## config.mk

```make
export PLATFORM = sky130hd
export DESIGN_NAME = xmodem_crc_packet_receiver_flat
export DESIGN_NICKNAME = d
export VERILOG_FILES = /design/src/xcrc_pkg.sv /design/src/xcrc_if.sv /design/src/xcrc_store.sv /design/src/xcrc_fifo.sv /design/src/xcrc_front.sv /design/src/xcrc_back.sv /design/src/xmodem_crc_packet_receiver.sv /design/src/flat_wrapper.sv
export VERILOG_INCLUDE_DIRS = /design/src /design/src/src
export SDC_FILE = /design/constraint.sdc
export NUM_CORES = 2
export LEC_CHECK = 0
export ABC_AREA = 1
export BUFFER_PORTS_ARGS = -buffer_cell sky130_fd_sc_hd__buf_2
export CORE_ASPECT_RATIO = 1.1
export CORE_MARGIN = 2
export CORE_UTILIZATION = 29
export DETAILED_ROUTE_END_ITERATION = 8
export HOLD_SLACK_MARGIN = 0.12
export SLEW_MARGIN = 20
export SYNTH_ARGS = -nofsm -noshare
export SYNTH_HDL_FRONTEND = slang
export SYNTH_SLANG_ARGS = --single-unit
```

## constraint.sdc

```tcl
create_clock -name clk -period 6.8 [get_ports clk]
set_input_delay 1.7 -clock clk [delete_from_list [all_inputs] [get_ports clk]]
set_output_delay 1.7 -clock clk [all_outputs]
set_load 0.02 [all_outputs]
```

## src/xmodem_crc_packet_receiver_macros.svh

```systemverilog
// Assertion helpers shared by the receiver modules.
`ifndef XMODEM_CRC_PACKET_RECEIVER_MACROS_SVH
`define XMODEM_CRC_PACKET_RECEIVER_MACROS_SVH

// Same-cycle implication, checked out of reset.
`define XCRC_ASSERT_IMP(label, clk, rst, ante, cons, msg) \
  label: assert property (@(posedge clk) disable iff (rst) (ante) |-> (cons)) else $error(msg);

// Next-cycle implication, checked out of reset.
`define XCRC_ASSERT_NXT(label, clk, rst, ante, cons, msg) \
  label: assert property (@(posedge clk) disable iff (rst) (ante) |=> (cons)) else $error(msg);

`endif

```

## src/xcrc_pkg.sv

```systemverilog
package xcrc_pkg;

  localparam int PAYLOAD_BYTES = 128;
  localparam int PAGE_BYTES    = 2048;

  localparam int HDR_BYTES     = 3;
  localparam int FRAME_BYTES   = HDR_BYTES + PAYLOAD_BYTES + 2;
  localparam int PAYLOAD_SHIFT = $clog2(PAYLOAD_BYTES);
  localparam int PAGE_SHIFT    = $clog2(PAGE_BYTES);
  localparam int HALF_W        = $clog2(PAYLOAD_BYTES / 2);
  localparam int SADDR_W       = HALF_W + 1;

  localparam logic [7:0]  SOH_CODE = 8'h01;
  localparam logic [7:0]  EOT_CODE = 8'h04;
  localparam logic [15:0] CRC_POLY = 16'h1021;

  localparam logic [1:0] REPLY_NONE = 2'd0;
  localparam logic [1:0] REPLY_ACK  = 2'd1;
  localparam logic [1:0] REPLY_NAK  = 2'd2;

  localparam logic [1:0] CMD_NAK  = 2'd0;
  localparam logic [1:0] CMD_EOT  = 2'd1;
  localparam logic [1:0] CMD_PROG = 2'd2;

  typedef struct packed {
    logic [1:0]  kind;
    logic        bank;
    logic        erase;
    logic [31:0] base;
  } cmd_t;

  typedef struct packed {
    logic               we;
    logic               odd;
    logic [SADDR_W-1:0] addr;
    logic [7:0]         data;
  } st_wr_t;

  // CRC16-CCITT, MSB first, one byte
  function automatic logic [15:0] crc_byte(input logic [15:0] crc, input logic [7:0] b);
    logic [15:0] c;
    c = crc ^ {b, 8'h00};
    for (int i = 0; i < 8; i++) begin
      if (c[15]) begin
        c = {c[14:0], 1'b0} ^ CRC_POLY;
      end else begin
        c = {c[14:0], 1'b0};
      end
    end
    return c;
  endfunction

endpackage

```

## src/xcrc_if.sv

```systemverilog
interface xcrc_item_if;
  logic       valid;
  logic       ready;
  logic       action;
  logic [7:0] rx_byte;
  logic       frame_last;

  modport source(output valid, action, rx_byte, frame_last, input ready);
  modport sink(input valid, action, rx_byte, frame_last, output ready);
endinterface

interface xcrc_result_if;
  logic        valid;
  logic        ready;
  logic        program_valid;
  logic        erase_before;
  logic [31:0] flash_addr;
  logic [15:0] halfword_data;
  logic [1:0]  reply;
  logic        last;

  modport source(output valid, program_valid, erase_before, flash_addr, halfword_data,
                 reply, last, input ready);
  modport sink(input valid, program_valid, erase_before, flash_addr, halfword_data,
               reply, last, output ready);
endinterface

```

## src/xcrc_store.sv

```systemverilog
module xcrc_store import xcrc_pkg::*; (
  input  logic               clk,
  input  st_wr_t             wr,
  input  logic [SADDR_W-1:0] rd_addr,
  output logic [15:0]        rd_data
);

  // two packet buffers, even and odd bytes kept apart for halfword reads
  logic [7:0] even_mem [0:(1 << SADDR_W)-1];
  logic [7:0] odd_mem  [0:(1 << SADDR_W)-1];

  always_ff @(posedge clk) begin
    if (wr.we && !wr.odd) begin
      even_mem[wr.addr] <= wr.data;
    end
  end

  always_ff @(posedge clk) begin
    if (wr.we && wr.odd) begin
      odd_mem[wr.addr] <= wr.data;
    end
  end

  always_ff @(posedge clk) begin
    rd_data <= {odd_mem[rd_addr], even_mem[rd_addr]};
  end

endmodule

```

## src/xcrc_fifo.sv

```systemverilog
`include "xmodem_crc_packet_receiver_macros.svh"

module xcrc_fifo import xcrc_pkg::*; (
  input  logic clk,
  input  logic rst,
  input  logic push,
  input  cmd_t push_data,
  input  logic pop,
  output cmd_t pop_data,
  output logic full,
  output logic empty
);

  cmd_t       entry [0:1];
  logic       wr_ptr;
  logic       rd_ptr;
  logic [1:0] count;

  assign full     = (count == 2'd2);
  assign empty    = (count == 2'd0);
  assign pop_data = entry[rd_ptr];

  always_ff @(posedge clk) begin
    if (push) begin
      entry[wr_ptr] <= push_data;
    end
  end

  always_ff @(posedge clk) begin
    if (rst) begin
      wr_ptr <= 1'b0;
      rd_ptr <= 1'b0;
      count  <= 2'd0;
    end else begin
      if (push) begin
        wr_ptr <= !wr_ptr;
      end
      if (pop) begin
        rd_ptr <= !rd_ptr;
      end
      count <= 2'(count + {1'b0, push} - {1'b0, pop});
    end
  end

  `XCRC_ASSERT_IMP(a_no_push_full, clk, rst, push, !full, "command pushed into full queue")
  `XCRC_ASSERT_IMP(a_no_pop_empty, clk, rst, pop, !empty, "command popped from empty queue")

endmodule

```

## src/xcrc_front.sv

```systemverilog
`include "xmodem_crc_packet_receiver_macros.svh"

module xcrc_front import xcrc_pkg::*; (
  input  logic        clk,
  input  logic        rst,
  xcrc_item_if.sink   items,
  input  logic        cfg_we,
  input  logic [31:0] cfg_wdata,
  input  logic        q_full,
  output logic        q_push,
  output cmd_t        q_data,
  input  logic        done,
  output st_wr_t      wr
);

  logic [31:0] region_base;
  logic [7:0]  frame_length;
  logic [7:0]  start_byte;
  logic [7:0]  seq_number;
  logic [7:0]  seq_complement;
  logic [15:0] running_crc;
  logic [15:0] received_crc;
  logic [15:0] accepted_packets;
  logic        wr_bank;
  logic [1:0]  busy_cnt;
  logic [1:0]  busy_cnt_next;

  logic [7:0]  start_next, seq_next, comp_next, len_next;
  logic [15:0] crc_next, rcrc_next;
  logic [8:0]  seq_sum;
  logic [6:0]  byte_idx;
  logic        accept, in_payload, is_soh, is_eot, good, push_prog;
  logic [31:0] offs;

  // hold off input while both buffers are held by pending packets or the command queue is full
  assign items.ready = !q_full && (busy_cnt != 2'd2);
  assign accept      = items.valid && items.ready;

  assign in_payload = (frame_length >= 8'(HDR_BYTES)) &&
                      (frame_length < 8'(HDR_BYTES + PAYLOAD_BYTES));
  assign byte_idx   = 7'(frame_length - 8'(HDR_BYTES));

  always_comb begin
    start_next = start_byte;
    seq_next   = seq_number;
    comp_next  = seq_complement;
    crc_next   = running_crc;
    rcrc_next  = received_crc;
    if (frame_length == 8'd0) begin
      start_next = items.rx_byte;
    end else if (frame_length == 8'd1) begin
      seq_next = items.rx_byte;
    end else if (frame_length == 8'd2) begin
      comp_next = items.rx_byte;
    end else if (in_payload) begin
      crc_next = crc_byte(running_crc, items.rx_byte);
    end else if (frame_length == 8'(HDR_BYTES + PAYLOAD_BYTES)) begin
      rcrc_next = {items.rx_byte, received_crc[7:0]};
    end else if (frame_length == 8'(HDR_BYTES + PAYLOAD_BYTES + 1)) begin
      rcrc_next = {received_crc[15:8], items.rx_byte};
    end
    len_next = (frame_length == 8'hFF) ? 8'hFF : 8'(frame_length + 8'd1);
  end

  assign seq_sum = {1'b0, seq_next} + {1'b0, comp_next};
  assign is_soh  = (len_next == 8'(FRAME_BYTES)) && (start_next == SOH_CODE);
  assign is_eot  = (len_next == 8'd1) && (start_next == EOT_CODE);
  assign good    = (seq_sum == 9'h0FF) && (crc_next == rcrc_next);

  assign q_push    = accept && items.action && items.frame_last && (is_soh || is_eot);
  assign push_prog = q_push && is_soh && good;

  assign offs = 32'(accepted_packets) << PAYLOAD_SHIFT;

  always_comb begin
    q_data.bank  = wr_bank;
    q_data.erase = (offs[PAGE_SHIFT-1:0] == '0);
    q_data.base  = region_base + offs;
    if (!is_soh) begin
      q_data.kind = CMD_EOT;
    end else if (good) begin
      q_data.kind = CMD_PROG;
    end else begin
      q_data.kind = CMD_NAK;
    end
  end

  assign wr.we   = accept && items.action && in_payload;
  assign wr.odd  = byte_idx[0];
  assign wr.addr = {wr_bank, byte_idx[6:1]};
  assign wr.data = items.rx_byte;

  assign busy_cnt_next = 2'(busy_cnt + {1'b0, push_prog} - {1'b0, done});

  always_ff @(posedge clk) begin
    if (rst) begin
      region_base      <= '0;
      frame_length     <= '0;
      start_byte       <= '0;
      seq_number       <= '0;
      seq_complement   <= '0;
      running_crc      <= '0;
      received_crc     <= '0;
      accepted_packets <= '0;
      wr_bank          <= 1'b0;
      busy_cnt         <= '0;
    end else begin
      if (cfg_we) begin
        region_base <= cfg_wdata;
      end
      busy_cnt <= busy_cnt_next;
      if (accept) begin
        if (!items.action || items.frame_last) begin
          frame_length   <= '0;
          start_byte     <= '0;
          seq_number     <= '0;
          seq_complement <= '0;
          running_crc    <= '0;
          received_crc   <= '0;
        end else begin
          frame_length   <= len_next;
          start_byte     <= start_next;
          seq_number     <= seq_next;
          seq_complement <= comp_next;
          running_crc    <= crc_next;
          received_crc   <= rcrc_next;
        end
        if (!items.action) begin
          accepted_packets <= '0;
        end else if (push_prog) begin
          accepted_packets <= 16'(accepted_packets + 16'd1);
          wr_bank          <= !wr_bank;
        end
      end
    end
  end

  `XCRC_ASSERT_IMP(a_busy_bound, clk, rst, 1'b1, busy_cnt != 2'd3, "buffer count overflow")
  `XCRC_ASSERT_IMP(a_done_busy, clk, rst, done, busy_cnt != 2'd0, "packet done with none pending")

endmodule

```

## src/xcrc_back.sv

```systemverilog
`include "xmodem_crc_packet_receiver_macros.svh"

module xcrc_back import xcrc_pkg::*; (
  input  logic               clk,
  input  logic               rst,
  input  logic               q_empty,
  input  cmd_t               q_data,
  output logic               q_pop,
  output logic [SADDR_W-1:0] rd_addr,
  input  logic [15:0]        rd_data,
  output logic               done,
  xcrc_result_if.source      results
);

  localparam logic [1:0] S_IDLE   = 2'd0;
  localparam logic [1:0] S_SINGLE = 2'd1;
  localparam logic [1:0] S_READ   = 2'd2;
  localparam logic [1:0] S_DATA   = 2'd3;

  localparam logic [HALF_W-1:0] K_LAST = HALF_W'(PAYLOAD_BYTES / 2 - 1);

  logic [1:0]        state;
  cmd_t              cmd;
  logic [HALF_W-1:0] k;
  logic              out_valid;
  logic              out_pv, out_erase, out_last;
  logic [31:0]       out_addr;
  logic [15:0]       out_data;
  logic [1:0]        out_reply;
  logic              load, k_last;

  assign k_last  = (k == K_LAST);
  assign load    = ((state == S_SINGLE) || (state == S_DATA)) &&
                   (!out_valid || results.ready);
  assign q_pop   = (state == S_IDLE) && !q_empty;
  assign rd_addr = {cmd.bank, k};
  assign done    = load && (state == S_DATA) && k_last;

  assign results.valid         = out_valid;
  assign results.program_valid = out_pv;
  assign results.erase_before  = out_erase;
  assign results.flash_addr    = out_addr;
  assign results.halfword_data = out_data;
  assign results.reply         = out_reply;
  assign results.last          = out_last;

  always_ff @(posedge clk) begin
    if (rst) begin
      state     <= S_IDLE;
      k         <= '0;
      out_valid <= 1'b0;
    end else begin
      if (load) begin
        out_valid <= 1'b1;
      end else if (results.ready) begin
        out_valid <= 1'b0;
      end
      case (state)
        S_IDLE: begin
          if (q_pop) begin
            k     <= '0;
            state <= (q_data.kind == CMD_PROG) ? S_READ : S_SINGLE;
          end
        end
        S_SINGLE: begin
          if (load) begin
            state <= S_IDLE;
          end
        end
        S_READ: begin
          state <= S_DATA;
        end
        S_DATA: begin
          if (load) begin
            if (k_last) begin
              state <= S_IDLE;
            end else begin
              k     <= HALF_W'(k + 1'b1);
              state <= S_READ;
            end
          end
        end
        default: begin
          state <= S_IDLE;
        end
      endcase
    end
  end

  always_ff @(posedge clk) begin
    if (q_pop) begin
      cmd <= q_data;
    end
    if (load) begin
      if (state == S_SINGLE) begin
        out_pv    <= 1'b0;
        out_erase <= 1'b0;
        out_addr  <= '0;
        out_data  <= '0;
        out_reply <= (cmd.kind == CMD_NAK) ? REPLY_NAK : REPLY_ACK;
        out_last  <= 1'b1;
      end else begin
        out_pv    <= 1'b1;
        out_erase <= cmd.erase && (k == '0);
        out_addr  <= cmd.base + 32'({k, 1'b0});
        out_data  <= rd_data;
        out_reply <= k_last ? REPLY_ACK : REPLY_NONE;
        out_last  <= k_last;
      end
    end
  end

  `XCRC_ASSERT_IMP(a_last_reply, clk, rst, out_valid && out_last, out_reply != REPLY_NONE, "final result without reply")
  `XCRC_ASSERT_NXT(a_stall_hold, clk, rst, (state == S_DATA) && out_valid && !results.ready, (state == S_DATA) && $stable(k), "halfword index moved under stall")

endmodule

```

## src/xmodem_crc_packet_receiver.sv

```systemverilog
// An EOT/NAK reply passes the command queue, single-result state and output register;
// a good packet's first halfword program: queue, buffer read state, output register.
// Throughput: one byte per cycle on input unless two packets wait or the queue is full;
// each halfword program takes a buffer read then an output load.
// Reset (rst, synchronous): clears frame state, packet count, base register and queues;
// the packet buffers are not cleared.
module xmodem_crc_packet_receiver import xcrc_pkg::*; (
  input  logic          clk,
  input  logic          rst,
  xcrc_item_if.sink     items,
  xcrc_result_if.source results,
  input  logic          cfg_we,
  input  logic [31:0]   cfg_wdata
);

  logic               q_push, q_pop, q_full, q_empty, done;
  cmd_t               q_in, q_out;
  st_wr_t             wr;
  logic [SADDR_W-1:0] rd_addr;
  logic [15:0]        rd_data;

  xcrc_front u_front (
    .clk       (clk),
    .rst       (rst),
    .items     (items),
    .cfg_we    (cfg_we),
    .cfg_wdata (cfg_wdata),
    .q_full    (q_full),
    .q_push    (q_push),
    .q_data    (q_in),
    .done      (done),
    .wr        (wr)
  );

  xcrc_store u_store (
    .clk     (clk),
    .wr      (wr),
    .rd_addr (rd_addr),
    .rd_data (rd_data)
  );

  xcrc_fifo u_fifo (
    .clk       (clk),
    .rst       (rst),
    .push      (q_push),
    .push_data (q_in),
    .pop       (q_pop),
    .pop_data  (q_out),
    .full      (q_full),
    .empty     (q_empty)
  );

  xcrc_back u_back (
    .clk     (clk),
    .rst     (rst),
    .q_empty (q_empty),
    .q_data  (q_out),
    .q_pop   (q_pop),
    .rd_addr (rd_addr),
    .rd_data (rd_data),
    .done    (done),
    .results (results)
  );

endmodule
```

## src/flat_wrapper.sv

```systemverilog
// flat-port wrapper written by rule: the top's interface ports become plain ports
module xmodem_crc_packet_receiver_flat import xcrc_pkg::*;
  (clk, rst, cfg_we, cfg_wdata, items_valid, items_action, items_rx_byte, items_frame_last, items_ready, results_valid, results_program_valid, results_erase_before, results_flash_addr, results_halfword_data, results_reply, results_last, results_ready);
  xcrc_item_if items_i ();
  xcrc_result_if results_i ();
  input  logic clk;
  input  logic rst;
  input  logic cfg_we;
  input  logic [31:0] cfg_wdata;
  input wire logic [$bits(items_i.valid)-1:0] items_valid;
  input wire logic [$bits(items_i.action)-1:0] items_action;
  input wire logic [$bits(items_i.rx_byte)-1:0] items_rx_byte;
  input wire logic [$bits(items_i.frame_last)-1:0] items_frame_last;
  output wire logic [$bits(items_i.ready)-1:0] items_ready;
  output wire logic [$bits(results_i.valid)-1:0] results_valid;
  output wire logic [$bits(results_i.program_valid)-1:0] results_program_valid;
  output wire logic [$bits(results_i.erase_before)-1:0] results_erase_before;
  output wire logic [$bits(results_i.flash_addr)-1:0] results_flash_addr;
  output wire logic [$bits(results_i.halfword_data)-1:0] results_halfword_data;
  output wire logic [$bits(results_i.reply)-1:0] results_reply;
  output wire logic [$bits(results_i.last)-1:0] results_last;
  input wire logic [$bits(results_i.ready)-1:0] results_ready;
  assign items_i.valid = items_valid;
  assign items_i.action = items_action;
  assign items_i.rx_byte = items_rx_byte;
  assign items_i.frame_last = items_frame_last;
  assign items_ready = items_i.ready;
  assign results_valid = results_i.valid;
  assign results_program_valid = results_i.program_valid;
  assign results_erase_before = results_i.erase_before;
  assign results_flash_addr = results_i.flash_addr;
  assign results_halfword_data = results_i.halfword_data;
  assign results_reply = results_i.reply;
  assign results_last = results_i.last;
  assign results_i.ready = results_ready;
  xmodem_crc_packet_receiver u_core (.clk(clk), .rst(rst), .items(items_i), .results(results_i), .cfg_we(cfg_we), .cfg_wdata(cfg_wdata));
endmodule
```

Yosys cells after proc, flatten, opt, wreduce, memory -nomap -nowiden
Memory sizes are Yosys's and may differ from the RTL's. A register that Yosys moved wholly into a read port is not among the register bits.
Index checks and enable logic that the tools add are counted.
{"block": "word_totals", "register_bits": 217, "ram_bits": 2120, "elab_cells": 204, "memories": 3}
{"memory": "u_core.u_store.even_mem", "words": 128, "width": 8, "rd": 1, "rd_clocked_by_memory_dff": 1, "wr": 1, "line_no": "xcrc_store.sv:9", "source": "logic [7:0] even_mem [0:(1 << SADDR_W)-1];"}
{"memory": "u_core.u_store.odd_mem", "words": 128, "width": 8, "rd": 1, "rd_clocked_by_memory_dff": 1, "wr": 1, "line_no": "xcrc_store.sv:10", "source": "logic [7:0] odd_mem [0:(1 << SADDR_W)-1];"}
{"memory": "u_core.u_fifo.entry", "words": 2, "width": 36, "rd": 1, "rd_clocked_by_memory_dff": 1, "wr": 1, "line_no": "xcrc_fifo.sv:14", "source": "cmd_t entry [0:1];"}
{"block": "op_classes", "n_addsub": 11, "magnitude_cmp": 2, "n_eq_ne": 23, "mux": 87, "bitwise": 9, "reduce_logical": 43}
{"op": "2-to-1 mux 16 bit", "n": 41}
{"op": "2-to-1 mux 13 bit", "n": 8}
{"op": "2-to-1 mux 8 bit", "n": 12}
{"op": "adder 32 x 23 -> 32 bit", "n": 1}
{"op": "adder 32 x 7 -> 32 bit", "n": 1}
{"op": "equality test 8 bit (second input constant)", "n": 4}
{"op": "equality test 8 x 1 -> 1 bit (second input constant)", "n": 3}
{"op": "NOT 3 bit", "n": 8}
{"op": "logical AND 1 bit", "n": 19}
{"op": "2-to-1 mux 2 bit", "n": 9}
{"op": "2-to-1 mux 6 bit", "n": 3}
{"op": "adder 16 x 1 -> 16 bit (second input constant)", "n": 1}
{"op": "equality test 16 bit", "n": 1}
{"op": "XOR 16 bit", "n": 1}
{"op": "2-to-1 mux 1 bit", "n": 12}
{"op": "one-hot mux 6 bit (2 select lines)", "n": 1}
{"op": "zero test 11 bit", "n": 1}
{"op": "adder 8 x 8 -> 9 bit", "n": 1}
{"op": "equality test 9 x 8 -> 1 bit (second input constant)", "n": 1}
{"op": "adder 8 x 1 -> 8 bit (second input constant)", "n": 1}
{"op": "equality test 2 bit (second input constant)", "n": 4}
{"op": "equality test 8 x 2 -> 1 bit (second input constant)", "n": 1}
{"op": "equality test 8 x 3 -> 1 bit (second input constant)", "n": 1}
{"op": "greater-or-equal comparator 8 x 2 -> 1 bit (second input constant)", "n": 1}
{"op": "other kinds (19)", "n": 39}

Logic depth before layout (Yosys ltp)
{"block": "depth", "depth_word": 54, "mapped_depth": 30, "ltp_nobuf": 28}

Cells and area by module
A second synthesis with hierarchy kept.
{"block": "unflattened", "cells_unflattened": 8874, "hier_area_um2": 99125.1}
{"mod": "xcrc_store", "instances": 1, "cells_per_inst": 7038, "area_per_inst_um2": 83767.8}
{"mod": "xcrc_front", "instances": 1, "cells_per_inst": 1212, "area_per_inst_um2": 7709.9}
{"mod": "xcrc_back", "instances": 1, "cells_per_inst": 481, "area_per_inst_um2": 4672.0}
{"mod": "xcrc_fifo", "instances": 1, "cells_per_inst": 143, "area_per_inst_um2": 2975.4}

Worst setup path after synthesis
Ideal clock, no wire load.
{"block": "synth_path", "path_kind": "input to register", "startpoint": "input port items_rx_byte[0]", "endpoint": "register u_core.u_front.busy_cnt[1]", "setup_time_ps": 120, "t_arrival_ps": 4664, "path_slack_ps": 2016, "path_stages": 22, "cell_sequence": "inv_1 -> o21ai_0 -> ha_1 -> fa_1 -> nand2_1 -> nor3_1 -> nand3_1 -> nor2_1 -> nand2_1 -> nor2_1 -> nand2_1 -> nor2_1 -> nand2_1 -> nor2_4 -> nand4_2 -> buf_2 -> ha_1 -> inv_1 -> ha_1 -> xor2_1 -> o21ai_0 -> a21oi_1"}
{"block": "synth_via", "elab_chain_len": 44, "word_cells_on_any_way": 65, "classes_between": "add/sub: 3; eq/ne: 4; mux: 49; bitwise: 2; reduce/logical: 7"}
{"element": "start, declared", "line_no": "flat_wrapper.sv:12", "source": "input wire logic [$bits(items_i.rx_byte)-1:0] items_rx_byte;"}
{"element": "XOR 16 bit", "line_no": "xcrc_pkg.sv:42", "source": "c = crc ^ {b, 8'h00};"}
{"element": "2-to-1 mux 13 bit", "line_no": "xcrc_pkg.sv:44", "source": "if (c[15]) begin"}
{"element": "2-to-1 mux 16 bit", "line_no": "xcrc_front.sv:55", "source": "end else if (in_payload) begin"}
{"element": "2-to-1 mux 16 bit", "line_no": "xcrc_front.sv:53", "source": "end else if (frame_length == 8'd2) begin"}
{"element": "2-to-1 mux 16 bit", "line_no": "xcrc_front.sv:51", "source": "end else if (frame_length == 8'd1) begin"}
{"element": "2-to-1 mux 16 bit", "line_no": "xcrc_front.sv:49", "source": "if (frame_length == 8'd0) begin"}
{"element": "2-to-1 mux 13 bit", "line_no": "xcrc_pkg.sv:44"}
{"element": "2-to-1 mux 16 bit", "line_no": "xcrc_front.sv:55"}
{"element": "[28 not listed]"}
{"element": "2-to-1 mux 16 bit", "line_no": "xcrc_front.sv:53"}
{"element": "2-to-1 mux 16 bit", "line_no": "xcrc_front.sv:51"}
{"element": "2-to-1 mux 16 bit", "line_no": "xcrc_front.sv:49"}
{"element": "equality test 16 bit", "line_no": "xcrc_front.sv:68", "source": "assign good = (seq_sum == 9'h0FF) && (crc_next == rcrc_next);"}
{"element": "logical AND 1 bit", "line_no": "xcrc_front.sv:68"}
{"element": "logical AND 1 bit *", "line_no": "xcrc_front.sv:71", "source": "assign push_prog = q_push && is_soh && good;"}
{"element": "adder 2 x 1 -> 2 bit *", "line_no": "xcrc_front.sv:93", "source": "assign busy_cnt_next = 2'(busy_cnt + {1'b0, push_prog} - {1'b0, done});"}
{"element": "subtractor 2 x 1 -> 2 bit *", "line_no": "xcrc_front.sv:93"}
{"element": "end signal, assigned", "line_no": "xcrc_front.sv:111", "source": "busy_cnt <= busy_cnt_next;"}
{"element": "end, declared", "line_no": "xcrc_front.sv:25", "source": "logic [1:0] busy_cnt;"}
Every way passes the cells marked *; elsewhere a longest branch is shown, timed or not. The select of a mux whose other input is x is not followed.
A chain may end at the register's enable or synchronous reset.

Worst setup path in the final report
{"block": "layout_path", "startpoint": "register u_core.u_front.frame_length[0]", "endpoint": "register u_core.u_front.busy_cnt[1]"}
{"block": "layout_via", "elab_chain_len": 12, "word_cells_on_any_way": 43, "classes_between": "add/sub: 4; order compare: 2; eq/ne: 11; mux: 17; reduce/logical: 9"}
{"element": "start, declared", "line_no": "xcrc_front.sv:17", "source": "logic [7:0] frame_length;"}
{"element": "start signal, assigned", "line_no": "xcrc_front.sv:121", "source": "frame_length <= len_next;"}
{"element": "branches (longest 9 deep; another with adder 8 x 8 -> 9 bit)"}
{"element": "logical AND 1 bit *", "line_no": "xcrc_front.sv:71"}
{"element": "adder 2 x 1 -> 2 bit *", "line_no": "xcrc_front.sv:93"}
{"element": "subtractor 2 x 1 -> 2 bit *", "line_no": "xcrc_front.sv:93"}
Every way passes the cells marked *.

==> impl_metrics.env <==
export IMPL_rsz0062_at_grt="false"
export IMPL_worstHoldStart="u_core.u_fifo.rd_ptr"
export IMPL_die_h_um=609
export IMPL_die_area_sq_mm=0.337
export IMPL_peakVddDrop_mv=0.296
export IMPL_drtIter0Drc=7875
export IMPL_drc_errors=0
export IMPL_r2r_setup_slack_ps=1620
export IMPL_clock_sinks=2354
export IMPL_maxSlewViolCount=0
export IMPL_maxCapViolations=0
export IMPL_rows=221
export IMPL_path_class="register to register"
export IMPL_nets=8128
export IMPL_holdPathEnd="u_core.u_fifo.rd_ptr"
export IMPL_dp_slack_ps=1090
export IMPL_worst_slack_ps=1620
export IMPL_tns_ps=0
export IMPL_p_leak_nw=35.2
export IMPL_drive_gt1_share_pct=8.07
export IMPL_grt_ovfl_total=0
export IMPL_first_pass_iters=8
export IMPL_r2r_end="u_core.u_front.busy_cnt[1]"
export IMPL_start_util_pct=29.2
export IMPL_p_per_area_mw_per_mm2=332
export IMPL_ios=102
export IMPL_async_flop_share_pct=0
export IMPL_synth_cells=8116
export IMPL_dr_total_vias=65648
export IMPL_cts_buffer_depth=4
export IMPL_wire_per_inst_um=22.1
export IMPL_gp_congestion=0.874
export IMPL_netlist_area_sq_mm=0.0964
export IMPL_hp_class="register to register"
export IMPL_cts_buffers=231
export IMPL_synth_edf_count=2209
export IMPL_io_buffers=101
export IMPL_status="finished clean"
export IMPL_cp_max_fo=16
export IMPL_post_cts_resize_count=0
export IMPL_die_x_um=554
export IMPL_finalCritPeriodShare_pct=76.1
export IMPL_synth_flop_cell="edfxtp_1"
export IMPL_core_sq_mm=0.330
export IMPL_grt_pass1_vias=63172
export IMPL_clk_latency_ps=880
export IMPL_reg2reg_depth=26
export IMPL_hold_path_depth=1
export IMPL_dp_hpwl_um=161000
export IMPL_grt_max_degree=205
export IMPL_critPathArrivalTime_ps=5960
export IMPL_viasPerCell=5.22
export IMPL_area_growth_pct=13.0
export IMPL_fin_worst_skew_ps=71.6
export IMPL_totalWireLength_um=278000
export IMPL_drtAntennaViolNets=0
export IMPL_grt_pass1_wl_um=412000
export IMPL_synth_seq_cells=2354
export IMPL_hold_viol=0
export IMPL_grtUsageTotal_pct=15.8
export IMPL_tightest_slew_ps=1320
export IMPL_postSynthNetCount=8209
export IMPL_cts_tree="done"
export IMPL_endpoint_kind="register"
export IMPL_synth_cell_types=58
export IMPL_postCtsSetupRepairBufs=0
export IMPL_fillers=32485
export IMPL_postCtsHoldBufs=0
export IMPL_worstSetupStartpointType="register"
export IMPL_cts_clk_slew_worst_paths_ps=60
export IMPL_slew_headroom_pct=11.4
export IMPL_cp_data_required_time_ps=7580
export IMPL_syn_mean_instance_area_sq_um=11.9
export IMPL_fmax_mhz=193
export IMPL_yosysSeqAreaShare_pct=71.9
export IMPL_reg2reg_from="u_core.u_front.frame_length[0]"
export IMPL_setup_viol=0
export IMPL_htreeDepth=4
export IMPL_antenna_found_initial=10
export IMPL_fin_crit_ps=5180
export IMPL_root_buffer="clkbuf_16"
export IMPL_yosys_warnings=0
==> cells in the final DEF (no fill, tap or decap), drive strengths merged, types with 39 or more instances in the layout <==
cell | Yosys | final
buf | 59 | 231
clkinv | 6 | 102
o22ai | 509 | 509
o221ai | 93 | 93
a21oi | 139 | 139
dfxtp | 145 | 145
ha | 43 | 43
nor3 | 89 | 89
xor2 | 39 | 39
nand3 | 142 | 142
edfxtp | 2209 | 2209
o21ai | 1365 | 1365
clkbuf | 486 | 279
nor2 | 1685 | 1685
inv | 202 | 211
nand2 | 742 | 742
==> logic make-up after synthesis <==
group	share of synthesized area [%]
AOI/OAI and AO/OA	12.7
buffers and inverters	3.06
adders and majority gates	0.621
and+or+nand+nor	11.3
DFF	71.9
xor gates and xnor gates	0.480
==> power breakdown <==
| group | switching (mW) | total [mW] | internal, mW |
|---|---|---|---|
| clock network | 5.47 | 12.3 | 6.87 |
| registers | 0.267 | 16.4 | 16.2 |
| logic | 5.41 | 7.41 | 2.00 |
| total | 11.2 | 36.2 | 25.0 |
==> metal layers <==
layer  wire (um)  vias to the layer above  GRT usage (%)
met5          15                        -              0
met4        9540                        4           5.57
met3       23100                      506           2.49
met2      130000                     3068           25.7
met1      115000                    32706           21.4
li1            -                    29364              -
==> cell type report <==
cell class,count,area [sq um],share of cell area [%]
antenna,6,15.0,0.0138
timing repair buffer,231,1870,1.72
sequential,2354,69300,63.6
clock inverter,132,1100,1.01
tap,4348,5440,5.00
inverter,208,805,0.739
multi-input combinational,5009,24400,22.4
clock buffer,279,6010,5.52
==> worst max-delay path: stages, from the launching register on <==
cell and delay [ps]:
dfxtp_1 450, inv_1 160, ha_1 290, nor2_1 140, nand2_1 330, nand2_1 150
o21ai_0 120, ha_1 300, fa_1 520, nand2_1 120, nand2_1 70, nor3_1 130
nand3_1 110, nor2_1 100, nand2_1 60, nor2_1 90, nand2_1 60, nor2_1 120
nand2_1 110, nor2_4 150, nand4_2 400, ha_1 460, inv_1 40, ha_1 170
xor2_1 170, o21ai_0 110, a21oi_1 160
==> flip-flops by register name, indices dropped and copies added, names as in the netlist, 2 cells and up, named ones only <==
signal / cells
u_core.u_store.even_mem: 1024
u_core.u_store.odd_mem: 1024
u_core.u_fifo.entry: 72
u_core.u_back.cmd: 35
u_core.u_back.results.flash_addr: 32
u_core.u_front.region_base: 32
u_core.u_back.results.halfword_data: 16
u_core.u_front.accepted_packets: 16
u_core.u_front.received_crc: 16
u_core.u_front.running_crc: 16
u_core.u_store.rd_data: 16
u_core.u_front.frame_length: 8
u_core.u_front.seq_complement: 8
u_core.u_front.seq_number: 8
u_core.u_front.start_byte: 8
u_core.u_back.k: 6
u_core.u_back.results.reply: 2
u_core.u_back.state: 2
u_core.u_fifo.count: 2
u_core.u_front.busy_cnt: 2
==> stage by stage <==
step / cells / util [%] / power, mW / cell area, sq um / hold WS, ps
2_1_floorplan: 8116 / - / 21.2 / 96400 / 420
5_1_grt: 12562 / 33.0 / 37.6 / 109000 / 477
3_5_place_dp: 12149 / 30.8 / 24.0 / 102000 / 448
4_1_cts: 12560 / 32.9 / 36.3 / 109000 / 459
3_3_place_gp: 12149 / 30.8 / 24.0 / 102000 / 437
6_report: 12567 / 33.0 / 36.2 / 109000 / 462
==> synthesized netlist by cell type, types with 7 or more instances <==
master    count  area, sq um
nand4_1      29          181
clkbuf_1    486         1820
a21oi_1     139          696
o221ai_1     93          815
nand2_1     733         2750
buf_2        33          165
inv_1       192          721
o32ai_1      18          158
nor2_1     1669         6260
inv_2        10         37.5
o21a_1        9         67.6
o22ai_1     509         3180
buf_6        10          113
xnor2_1      13          114
nand3_1     137          686
nand3b_1      7         52.6
buf_1        15         56.3
edfxtp_1   2209        66300
xor2_1       38          333
a31oi_1      12         75.1
ha_1         43          538
nor3_1       89          445
nor2_2        7         43.8
o21ai_0    1349         6750
o21ai_2       8         70.1
o21ai_1       8         40.0
o211ai_1     23          173
dfxtp_1     145         2900
==> worst max-delay path by stage <==
stage	from	to	depth (start not counted)
2_1_floorplan	items_rx_byte[0]	u_core.u_front.busy_cnt[1]	22
3_3_place_gp	items_rx_byte[1]	u_core.u_front.busy_cnt[1]	23
3_5_place_dp	items_rx_byte[3]	u_core.u_front.busy_cnt[1]	21
4_1_cts	u_core.u_front.frame_length[0]	u_core.u_front.busy_cnt[1]	26
5_1_grt	u_core.u_front.frame_length[0]	u_core.u_front.busy_cnt[1]	26
6_report	u_core.u_front.frame_length[0]	u_core.u_front.busy_cnt[1]	26
Power figures use the tool's default switching activity.
